`src/rtl/vphc_pkg.sv`:
```
// Package for the VoIP packet header classifier.
// Holds the beat and summary structs, register, class and status codes and constants.
// No dependencies; every other rtl file imports it.
package vphc_pkg;

    // Limits of the Call-ID value length and of the frame position counter.
    localparam int unsigned MAX_CALL_ID_LEN_DEF = 255;
    localparam int unsigned MAX_FRAME_BYTES_DEF = 65535;

    // Reset values of the configuration registers.
    localparam logic [15:0] SIP_PORT_RESET      = 16'd5060;
    localparam logic [15:0] RTP_PORT_LOW_RESET  = 16'd16384;
    localparam logic [15:0] RTP_PORT_HIGH_RESET = 16'd32768;

    // Configuration register indexes.
    localparam logic [1:0] CFG_SIP_PORT      = 2'd0;
    localparam logic [1:0] CFG_RTP_PORT_LOW  = 2'd1;
    localparam logic [1:0] CFG_RTP_PORT_HIGH = 2'd2;

    // Protocol class codes.
    localparam logic [1:0] CLASS_SIP     = 2'd0;
    localparam logic [1:0] CLASS_RTP     = 2'd1;
    localparam logic [1:0] CLASS_UNKNOWN = 2'd2;

    // Call-ID status codes.
    localparam logic [1:0] STATUS_NONE      = 2'd0;
    localparam logic [1:0] STATUS_FOUND     = 2'd1;
    localparam logic [1:0] STATUS_TRUNCATED = 2'd2;
    localparam logic [1:0] STATUS_NO_CRLF   = 2'd3;

    // Header layout and byte constants.
    localparam logic [15:0] POS_IHL       = 16'd14;
    localparam logic [15:0] POS_SRC_FIRST = 16'd26;
    localparam logic [15:0] POS_SRC_LAST  = 16'd29;
    localparam logic [15:0] POS_DST_FIRST = 16'd30;
    localparam logic [15:0] POS_DST_LAST  = 16'd33;
    localparam logic [15:0] UDP_HDR_BYTES = 16'd8;
    localparam logic [63:0] CALL_ID_TAG   = 64'h43616C6C2D49443A;
    localparam logic [7:0]  BYTE_CR       = 8'h0D;
    localparam logic [7:0]  BYTE_LF       = 8'h0A;
    localparam logic [19:0] US_PER_SEC    = 20'd1000000;

    // Call-ID search phases.
    typedef enum logic [2:0] {
        PHASE_SEARCH = 3'b001,
        PHASE_VALUE  = 3'b010,
        PHASE_DONE   = 3'b100
    } phase_t;

    // One input beat: a frame byte with its side information.
    typedef struct packed {
        logic [7:0]  data_byte;
        logic        first_byte;
        logic        last_byte;
        logic [15:0] wire_length;
        logic [31:0] ts_seconds;
        logic [19:0] ts_microseconds;
    } in_beat_t;

    // One frame summary.
    typedef struct packed {
        logic [63:0] timestamp_us;
        logic [31:0] source_address;
        logic [31:0] destination_address;
        logic [15:0] source_port;
        logic [15:0] destination_port;
        logic [15:0] frame_size;
        logic [1:0]  protocol_class;
        logic [15:0] rtp_sequence;
        logic [31:0] rtp_time;
        logic [15:0] call_id_offset;
        logic [7:0]  call_id_length;
        logic [1:0]  call_id_status;
    } summary_t;

    // Configuration register set.
    typedef struct packed {
        logic [15:0] sip_port;
        logic [15:0] rtp_port_low;
        logic [15:0] rtp_port_high;
    } cfg_t;

    // Per-frame state that the summary is built from.
    typedef struct packed {
        logic [63:0] frame_time;
        logic [15:0] frame_length;
        logic [31:0] src_addr;
        logic [31:0] dst_addr;
        logic [31:0] port_pair;
        logic [47:0] rtp_fields;
        phase_t      phase;
        logic [15:0] value_start;
        logic [7:0]  value_count;
        logic        truncated;
    } frame_view_t;

endpackage

```
`src/rtl/voip_packet_header_classifier.sv`:
```
// Top level of the VoIP packet header classifier: input register, configuration registers.
// Depends on vphc_pkg, vphc_frame_parser and vphc_summary_reg.
//
//   channel  | handshake            | payload
//   ---------+----------------------+----------------------------------
//   in       | in_valid / in_ready  | in_data   (in_beat_t, one byte)
//   out      | out_valid / out_ready| out_data  (summary_t, per frame)
//   cfg      | cfg_we               | cfg_index, cfg_data (16 bits)
//
// One byte beat is taken every cycle while no final beat is held; out_valid rises when the
// summary of a frame's final beat loads from the parser into the output register.
// The rate is set by the single pass from the input register through the parser.
// Reset clears the frame state and loads the default ports; no clearing pass is needed.
// Only a final beat stalls: it waits in the input register while a summary is still held.
module voip_packet_header_classifier
    import vphc_pkg::*;
#(
    parameter int unsigned MAX_CALL_ID_LEN = MAX_CALL_ID_LEN_DEF,
    parameter int unsigned MAX_FRAME_BYTES = MAX_FRAME_BYTES_DEF
)
(
    input  logic        clk,
    input  logic        rst_n,
    input  logic        in_valid,
    output logic        in_ready,
    input  in_beat_t    in_data,
    output logic        out_valid,
    input  logic        out_ready,
    output summary_t    out_data,
    input  logic        cfg_we,
    input  logic [1:0]  cfg_index,
    input  logic [15:0] cfg_data
);

    logic        in_valid_reg, in_valid_next;
    in_beat_t    in_beat_reg;
    cfg_t        cfg_reg, cfg_next;
    logic        out_free;
    logic        advance;
    frame_view_t view;

    // The held beat moves on unless it is final and the summary slot is busy.
    assign advance = in_valid_reg && (!in_beat_reg.last_byte || out_free);
    assign in_ready = !in_valid_reg || advance;
    assign in_valid_next = (in_valid && in_ready) ? 1'b1 : (advance ? 1'b0 : in_valid_reg);

    always_ff @(posedge clk or negedge rst_n)
    begin
        if (!rst_n)
        begin
            in_valid_reg <= 1'b0;
        end
        else
        begin
            in_valid_reg <= in_valid_next;
        end
    end

    always_ff @(posedge clk)
    begin
        if (in_valid && in_ready)
        begin
            in_beat_reg <= in_data;
        end
    end

    // Configuration registers; indexes past the list are ignored.
    always_comb
    begin
        cfg_next = cfg_reg;
        if (cfg_we)
        begin
            unique case (cfg_index)
                CFG_SIP_PORT:      cfg_next.sip_port = cfg_data;
                CFG_RTP_PORT_LOW:  cfg_next.rtp_port_low = cfg_data;
                CFG_RTP_PORT_HIGH: cfg_next.rtp_port_high = cfg_data;
                default:           cfg_next = cfg_reg;
            endcase
        end
    end

    always_ff @(posedge clk or negedge rst_n)
    begin
        if (!rst_n)
        begin
            cfg_reg <= '{sip_port: SIP_PORT_RESET, rtp_port_low: RTP_PORT_LOW_RESET,
                         rtp_port_high: RTP_PORT_HIGH_RESET};
        end
        else
        begin
            cfg_reg <= cfg_next;
        end
    end

    // Byte parser.
    vphc_frame_parser #(
        .MAX_CALL_ID_LEN (MAX_CALL_ID_LEN),
        .MAX_FRAME_BYTES (MAX_FRAME_BYTES)
    ) u_parser (
        .clk     (clk),
        .rst_n   (rst_n),
        .beat    (in_beat_reg),
        .advance (advance),
        .view    (view)
    );

    // Summary formatting and output register.
    vphc_summary_reg u_summary (
        .clk       (clk),
        .rst_n     (rst_n),
        .view      (view),
        .cfg       (cfg_reg),
        .load      (advance && in_beat_reg.last_byte),
        .out_ready (out_ready),
        .out_valid (out_valid),
        .out_data  (out_data),
        .out_free  (out_free)
    );

`ifndef SYNTH
    // A final beat that moves on always leaves a summary behind.
    a_summary_follows_last: assert property (@(posedge clk) disable iff (!rst_n)
        advance && in_beat_reg.last_byte |=> out_valid)
        else $error("final beat left no summary");

    // RTP fields are zero for every other class.
    a_rtp_fields_zero: assert property (@(posedge clk) disable iff (!rst_n)
        out_valid && out_data.protocol_class != CLASS_RTP |->
            out_data.rtp_sequence == 16'd0 && out_data.rtp_time == 32'd0)
        else $error("RTP fields set on a non-RTP summary");

    // A Call-ID report only comes with a SIP class and within the length limit.
    a_call_id_sip_only: assert property (@(posedge clk) disable iff (!rst_n)
        out_valid && out_data.call_id_status != STATUS_NONE |->
            out_data.protocol_class == CLASS_SIP &&
            out_data.call_id_length <= 8'(MAX_CALL_ID_LEN))
        else $error("Call-ID report on a non-SIP summary or over the limit");
`endif

endmodule

```
`src/rtl/vphc_frame_parser.sv`:
```
// Frame parser: tracks the byte position and extracts header fields and the Call-ID.
// Depends on vphc_pkg. Presents the frame state as updated by the current beat.
module vphc_frame_parser
    import vphc_pkg::*;
#(
    parameter int unsigned MAX_CALL_ID_LEN = MAX_CALL_ID_LEN_DEF,
    parameter int unsigned MAX_FRAME_BYTES = MAX_FRAME_BYTES_DEF
)
(
    input  logic        clk,
    input  logic        rst_n,
    input  in_beat_t    beat,
    input  logic        advance,
    output frame_view_t view
);

    logic [15:0] pos_reg, pos_next;
    logic [3:0]  hw_reg, hw_next;
    logic [63:0] window_reg, window_next;
    frame_view_t view_reg, view_next;

    logic [51:0] ts_product;
    logic [63:0] new_time;

    // Capture time in microseconds, a 32 by 20 bit constant product.
    assign ts_product = {20'd0, beat.ts_seconds} * {32'd0, US_PER_SEC};
    assign new_time   = {12'd0, ts_product} + {44'd0, beat.ts_microseconds};

    // Apply one byte to the frame state.
    always_comb
    begin
        logic [15:0] pos;
        logic [15:0] base_pos;
        logic [3:0]  base_hw;
        logic [63:0] base_window;
        logic [15:0] udp;
        logic [15:0] pay;
        logic [15:0] pd;
        logic [15:0] rd;
        logic [1:0]  sel_a;
        logic [1:0]  sel_p;
        logic [2:0]  sel_r;
        logic [7:0]  b;
        logic        prev_cr;
        logic [1:0]  n_count;
        logic [8:0]  sum;

        b = beat.data_byte;
        sel_a = 2'd0;
        sel_p = 2'd0;
        sel_r = 3'd0;
        pd = 16'd0;
        rd = 16'd0;
        prev_cr = 1'b0;
        n_count = 2'd0;
        sum = 9'd0;

        // A first byte starts a fresh frame and samples time and length.
        if (beat.first_byte)
        begin
            base_pos = 16'd0;
            base_hw = 4'd0;
            base_window = 64'd0;
            view_next.frame_time = new_time;
            view_next.frame_length = beat.wire_length;
            view_next.src_addr = 32'd0;
            view_next.dst_addr = 32'd0;
            view_next.port_pair = 32'd0;
            view_next.rtp_fields = 48'd0;
            view_next.phase = PHASE_SEARCH;
            view_next.value_start = 16'd0;
            view_next.value_count = 8'd0;
            view_next.truncated = 1'b0;
        end
        else
        begin
            base_pos = pos_reg;
            base_hw = hw_reg;
            base_window = window_reg;
            view_next = view_reg;
        end

        pos = base_pos;
        pos_next = base_pos;
        hw_next = base_hw;
        window_next = base_window;
        udp = 16'd0;
        pay = 16'd0;

        if (base_pos < 16'(MAX_FRAME_BYTES))
        begin
            pos_next = base_pos + 16'd1;

            // IPv4 header length and addresses.
            if (pos == POS_IHL)
            begin
                hw_next = b[3:0];
            end
            if (pos >= POS_SRC_FIRST && pos <= POS_SRC_LAST)
            begin
                sel_a = 2'(POS_SRC_LAST - pos);
                view_next.src_addr[{sel_a, 3'b000} +: 8] = b;
            end
            if (pos >= POS_DST_FIRST && pos <= POS_DST_LAST)
            begin
                sel_a = 2'(POS_DST_LAST - pos);
                view_next.dst_addr[{sel_a, 3'b000} +: 8] = b;
            end

            // UDP ports sit where the header length places them.
            udp = POS_IHL + {10'd0, hw_next, 2'b00};
            pay = udp + UDP_HDR_BYTES;
            pd = pos - udp;
            if (pos >= udp && pd < 16'd4)
            begin
                sel_p = 2'(16'd3 - pd);
                view_next.port_pair[{sel_p, 3'b000} +: 8] = b;
            end

            // Payload: RTP fields and the Call-ID search.
            if (pos >= pay)
            begin
                rd = pos - pay;
                if (rd >= 16'd2 && rd <= 16'd7)
                begin
                    sel_r = 3'(16'd7 - rd);
                    view_next.rtp_fields[{sel_r, 3'b000} +: 8] = b;
                end

                if (view_next.phase == PHASE_VALUE)
                begin
                    prev_cr = (base_window[7:0] == BYTE_CR) &&
                              (view_next.value_start <= pos - 16'd1);
                    if (prev_cr && b == BYTE_LF)
                    begin
                        view_next.phase = PHASE_DONE;
                    end
                    else
                    begin
                        // A held CR and the current byte may both count.
                        n_count = {1'b0, prev_cr} + {1'b0, b != BYTE_CR};
                        sum = {1'b0, view_next.value_count} + {7'd0, n_count};
                        if (sum > 9'(MAX_CALL_ID_LEN))
                        begin
                            view_next.value_count = 8'(MAX_CALL_ID_LEN);
                            view_next.truncated = 1'b1;
                        end
                        else
                        begin
                            view_next.value_count = sum[7:0];
                        end
                    end
                end

                window_next = {base_window[55:0], b};
                if (view_next.phase == PHASE_SEARCH && window_next == CALL_ID_TAG)
                begin
                    view_next.phase = PHASE_VALUE;
                    view_next.value_start = pos + 16'd1;
                end
            end
        end
    end

    assign view = view_next;

    // Frame state registers; a final byte leaves only time and length.
    always_ff @(posedge clk or negedge rst_n)
    begin
        if (!rst_n)
        begin
            pos_reg <= 16'd0;
            hw_reg <= 4'd0;
            window_reg <= 64'd0;
            view_reg <= '{frame_time: 64'd0, frame_length: 16'd0, src_addr: 32'd0,
                          dst_addr: 32'd0, port_pair: 32'd0, rtp_fields: 48'd0,
                          phase: PHASE_SEARCH, value_start: 16'd0, value_count: 8'd0,
                          truncated: 1'b0};
        end
        else if (advance)
        begin
            if (beat.last_byte)
            begin
                pos_reg <= 16'd0;
                hw_reg <= 4'd0;
                window_reg <= 64'd0;
                view_reg <= '{frame_time: view_next.frame_time,
                              frame_length: view_next.frame_length,
                              src_addr: 32'd0, dst_addr: 32'd0, port_pair: 32'd0,
                              rtp_fields: 48'd0, phase: PHASE_SEARCH,
                              value_start: 16'd0, value_count: 8'd0, truncated: 1'b0};
            end
            else
            begin
                pos_reg <= pos_next;
                hw_reg <= hw_next;
                window_reg <= window_next;
                view_reg <= view_next;
            end
        end
    end

endmodule

```
`src/rtl/vphc_summary_reg.sv`:
```
// Summary stage: classifies the frame, formats the summary and holds it for the consumer.
// Depends on vphc_pkg; fed by vphc_frame_parser through the top level.
module vphc_summary_reg
    import vphc_pkg::*;
(
    input  logic        clk,
    input  logic        rst_n,
    input  frame_view_t view,
    input  cfg_t        cfg,
    input  logic        load,
    input  logic        out_ready,
    output logic        out_valid,
    output summary_t    out_data,
    output logic        out_free
);

    logic     out_valid_reg, out_valid_next;
    summary_t out_data_reg, out_data_next;

    // Class decision and field formatting.
    always_comb
    begin
        logic [15:0] sport;
        logic [15:0] dport;
        logic [1:0]  cls;

        sport = view.port_pair[31:16];
        dport = view.port_pair[15:0];
        priority if (sport == cfg.sip_port || dport == cfg.sip_port)
        begin
            cls = CLASS_SIP;
        end
        else if (sport >= cfg.rtp_port_low && sport <= cfg.rtp_port_high)
        begin
            cls = CLASS_RTP;
        end
        else
        begin
            cls = CLASS_UNKNOWN;
        end

        out_data_next.timestamp_us = view.frame_time;
        out_data_next.source_address = view.src_addr;
        out_data_next.destination_address = view.dst_addr;
        out_data_next.source_port = sport;
        out_data_next.destination_port = dport;
        out_data_next.frame_size = view.frame_length;
        out_data_next.protocol_class = cls;
        out_data_next.rtp_sequence = (cls == CLASS_RTP) ? view.rtp_fields[47:32] : 16'd0;
        out_data_next.rtp_time = (cls == CLASS_RTP) ? view.rtp_fields[31:0] : 32'd0;

        if (cls != CLASS_SIP || view.phase == PHASE_SEARCH)
        begin
            out_data_next.call_id_offset = 16'd0;
            out_data_next.call_id_length = 8'd0;
            out_data_next.call_id_status = STATUS_NONE;
        end
        else
        begin
            out_data_next.call_id_offset = view.value_start;
            out_data_next.call_id_length = view.value_count;
            if (view.phase == PHASE_VALUE)
            begin
                out_data_next.call_id_status = STATUS_NO_CRLF;
            end
            else if (view.truncated)
            begin
                out_data_next.call_id_status = STATUS_TRUNCATED;
            end
            else
            begin
                out_data_next.call_id_status = STATUS_FOUND;
            end
        end
    end

    // Output register: a new summary may load in the cycle the old one is taken.
    assign out_free = !out_valid_reg || out_ready;
    assign out_valid_next = load ? 1'b1 : (out_ready ? 1'b0 : out_valid_reg);

    always_ff @(posedge clk or negedge rst_n)
    begin
        if (!rst_n)
        begin
            out_valid_reg <= 1'b0;
        end
        else
        begin
            out_valid_reg <= out_valid_next;
        end
    end

    always_ff @(posedge clk)
    begin
        if (load)
        begin
            out_data_reg <= out_data_next;
        end
    end

    assign out_valid = out_valid_reg;
    assign out_data = out_data_reg;

endmodule

```
`config.mk`:
```
export PLATFORM = sky130hd
export DESIGN_NAME = voip_packet_header_classifier
export DESIGN_NICKNAME = d
export VERILOG_FILES = /design/src/rtl/vphc_pkg.sv /design/src/rtl/voip_packet_header_classifier.sv /design/src/rtl/vphc_frame_parser.sv /design/src/rtl/vphc_summary_reg.sv
export SDC_FILE = /design/constraint.sdc
export NUM_CORES = 2
export LEC_CHECK = 0
export BUFFER_PORTS_ARGS = -buffer_cell sky130_fd_sc_hd__buf_2
export CAP_MARGIN = 10
export CORE_ASPECT_RATIO = 0.6
export CORE_MARGIN = 2
export CORE_UTILIZATION = 25
export DETAILED_ROUTE_END_ITERATION = 16
export HOLD_SLACK_MARGIN = 0.05
export SKIP_LAST_GASP = 1
export SYNTH_ARGS = -nofsm -noshare
export SYNTH_HDL_FRONTEND = slang
export SYNTH_SLANG_ARGS = --single-unit
```
`constraint.sdc`:
```
create_clock -name clk -period 13.45 [get_ports clk]
set_clock_uncertainty 0.15 [all_clocks]
set_input_delay 2.69 -clock clk [delete_from_list [all_inputs] [get_ports clk]]
set_output_delay 2.69 -clock clk [all_outputs]
set_load 0.005 [all_outputs]
```
==> metrics.md <==
| Metric | Value |
|---|---|
| Status | complete, no violations |
| Share of cells above drive strength 1 | 17.6% |
| # hold bufs at CTS | 0 |
| Initial drt markers | ~3400 |
| Met2 Use GR | between 20% and 30% |
| Root buf cell | clkbuf_16 |
| CP Data Arrival Time | roughly 11 ns |
| Fin. max-slew vios | 0 |
| RSZ-0062 raised after global routing | no |
| Die Ht | ~320 um |
| CTS tree | done |
| Slowest CP cell | nor2b_1 |
| DIE WIDTH | 528 um |
| Vias per inst | approximately 5 |
| Min Tclk post-route | 10.69 ns |
| Leakage | 20.1 nW |
| P per Cell Area | 227 nW/um2 |
| Met3 Use GR | 4.37% |
| Kind of start point of the critical path | flop |
| CTS H-tree depth | 3 |
| Clock slew at reported path FFs | roughly 0.070 ns |
| Crit share post-route | 79.5% |
| Overall Global Routing Usage | approximately 16% |
| Global-route wire length before repair | 202 mm |
| Total negative setup slack | 0 ns |
| Worst Path Required | 13.82 ns |
| Vias in the first global route | between 30000 and 40000 |
| Synth Instances | ~3800 |
| Relative slew slack | 21.4% |
| M1 GR Usage | about a quarter |
| FF+latch count, synth | 708 |
| Routed wire per std cell | 21.6 um |
| Post-CTS setup buffer count | 0 |
| PortBufs | 354 |
| CP most frequent cell | o21a_1 |
| Placement Setup Slack | slightly above 3 ns |
| TritonCTS buffer count | 74 |
| Synth Warn # | 0 |
| Final hold violation count | 0 |
| Setup violators final | 0 |
| Max-cap viol count | 0 |
| Max VDD drop | roughly 0.28 mV |
| Worst setup EP type | flop |
| GPL Wtd Cong | 0.908 |
| DRT antenna net count | 0 |
| Mapped Area | about 40000 um2 |
| CP Max Fanout | 38 |
| Crit-path max cell delay | 0.80 ns |
| Net count, final | 4553 |
| Net count after synthesis | 4271 |
| Most used flip-flop cell after synthesis | dfrtp_1 |
| Die Area | 168000 um2 |
| Post-synth EDFFs | between 300 and 400 |
| Hpwl dp | 101 mm |
| Most Crowded Layer GR | met1 |
| DRC | 0 |
| Clk_lat worst skew | 0.72 ns |
| Antenna violations before repair | 28 |
| Grt ovf | 0 |
| Cts repair resizes | 0 |
| Core area | 164000 um2 |
| Largest net degree at the start of global routing | 152 |
| Worst slew pin tran | 1.18 ns |
| Avg Inst Size Synth | 10.8 um2 |
| Drt first pass iters | 6 |
| Type of the most critical hold path | flop to flop |
| Core Rows | 115 |
| Area grow syn2layout | 16.2% |
| CP delay by family, top | compound AO/OA/AOI/OAI gates |
| Setup ws final | ~2.8 ns |
| Num Clock Sinks | 708 |
| I/O pin cnt | ~360 |
| Clk buf depth | 3 |
| Async set or reset register ratio after synthesis | 53.4% |
| CP bufs+invs | 5 |
| Initial Util | 25.2% |
| Register area share after synthesis | 47.1% |
| Post-synthesis cell type count | 103 |
| Final WL | 136 mm |
| CP Class | flop to flop |
| Fmax | between 90 and 100 MHz |
| Vias after detailed routing | 31700 |
[per-stage QoR]
| stage | instances | total power [mW] | util [%] | hold slack (ns) | cell area [um2] |
|---|---|---|---|---|---|
| after floorplan | 3793 | 7.11 | - | 0.292 | 41100 |
| after global placement | 6163 | 8.59 | 27.7 | 0.307 | 45300 |
| after detailed placement | 6163 | 8.65 | 27.7 | 0.312 | 45300 |
| after CTS | 6301 | 10.9 | 29.2 | 0.327 | 47800 |
| after global routing | 6301 | 11.8 | 29.2 | 0.342 | 47800 |
| final | 6306 | 10.9 | 29.2 | 0.324 | 47800 |
[synthesized netlist by cell type, types with 42 or more instances]
master	n	area, um2
a21o_1	54	405
a21oi_1	160	801
a22o_1	151	1320
a31oi_1	42	263
and3_1	43	269
clkbuf_1	136	510
dfrtp_1	369	9230
edfxtp_1	330	9910
fa_1	138	2760
ha_1	239	2990
inv_1	209	785
mux2_2	125	1410
nand2_1	390	1460
nand3_1	55	275
nor2_1	200	751
nor2b_1	75	469
nor3_1	89	445
o21ai_0	291	1460
xnor2_1	98	858
[worst register-to-register path, delay by kind of cell (launching register included)]
| family | cells | cell delay [ns] |
|---|---|---|
| AOI/OAI and AO/OA | 15 | 3.66 |
| DFF | 1 | 0.44 |
| adders and majority gates | 3 | 1.17 |
| xor gates and xnor gates | 1 | 0.36 |
| buffers and inverters | 5 | 2.10 |
| and+or+nand+nor | 7 | 2.65 |
[layer usage]
| metal | wire length, um | share of wire [%] | vias up |
|---|---|---|---|
| met2 | 52600 | 39 | 1338 |
| met5 | 59 | 0.043 | - |
| met4 | 2510 | 1.8 | 10 |
| met3 | 12900 | 9.5 | 151 |
| li1 | - | - | 14300 |
| met1 | 68200 | 50 | 15900 |
[final timing paths]
check,startpoint,end,slack (ns),cells past startpoint
max in group asynchronous,rst_n,u_parser.view_reg[205],9.02,3
worst min-delay path,u_parser.view_reg[17],u_parser.view_reg[17],0.32,2
min in group asynchronous,rst_n,u_parser.view_reg[88],1.90,1
worst max-delay path,in_beat_reg[69],u_summary.out_data[28],2.76,31
worst min register to register,u_parser.view_reg[17],u_parser.view_reg[17],0.32,2
worst max register to register,in_beat_reg[69],u_summary.out_data[28],2.76,31
[logic make-up after synthesis]
logic type | synth area share [%]
mux | 3.71
flops | 47.1
buf+inv | 3.86
xor+xnor | 2.87
fa+ha+maj | 14.0
simple gates | 13.3
compound gates | 15.1
[layout make-up]
type,instances,area [um2]
Clock buffer,93,1960
Inverter,213,801
Sequential cell,708,19400
Fill cell,16900,116000
Clock inverter,45,558
Timing Repair Buffer,400,2140
Antenna cell,5,12.5
Multi-Input combinational cell,2678,20200
Tap cell,2164,2710
[report_power, final]
part | total (mW) | switching, mW | internal [mW] | leakage (nW)
combinational | 5.97 | 3.72 | 2.25 | 10.6
clock | 2.19 | 0.985 | 1.20 | 1.23
sequential | 2.71 | 0.148 | 2.56 | 8.29
total | 10.9 | 4.85 | 6.02 | 20.1
[cell usage in the layout, fill, tap and decap left out, drive strengths merged, types with 151 or more instances in the layout]
master and instances:
o21ai 300, dfrtp 369, a22o 151, nor2 200, nand2 391, buf 400
ha 239, inv 218, edfxtp 330, a21oi 160
(Power assumes the default switching activity.)
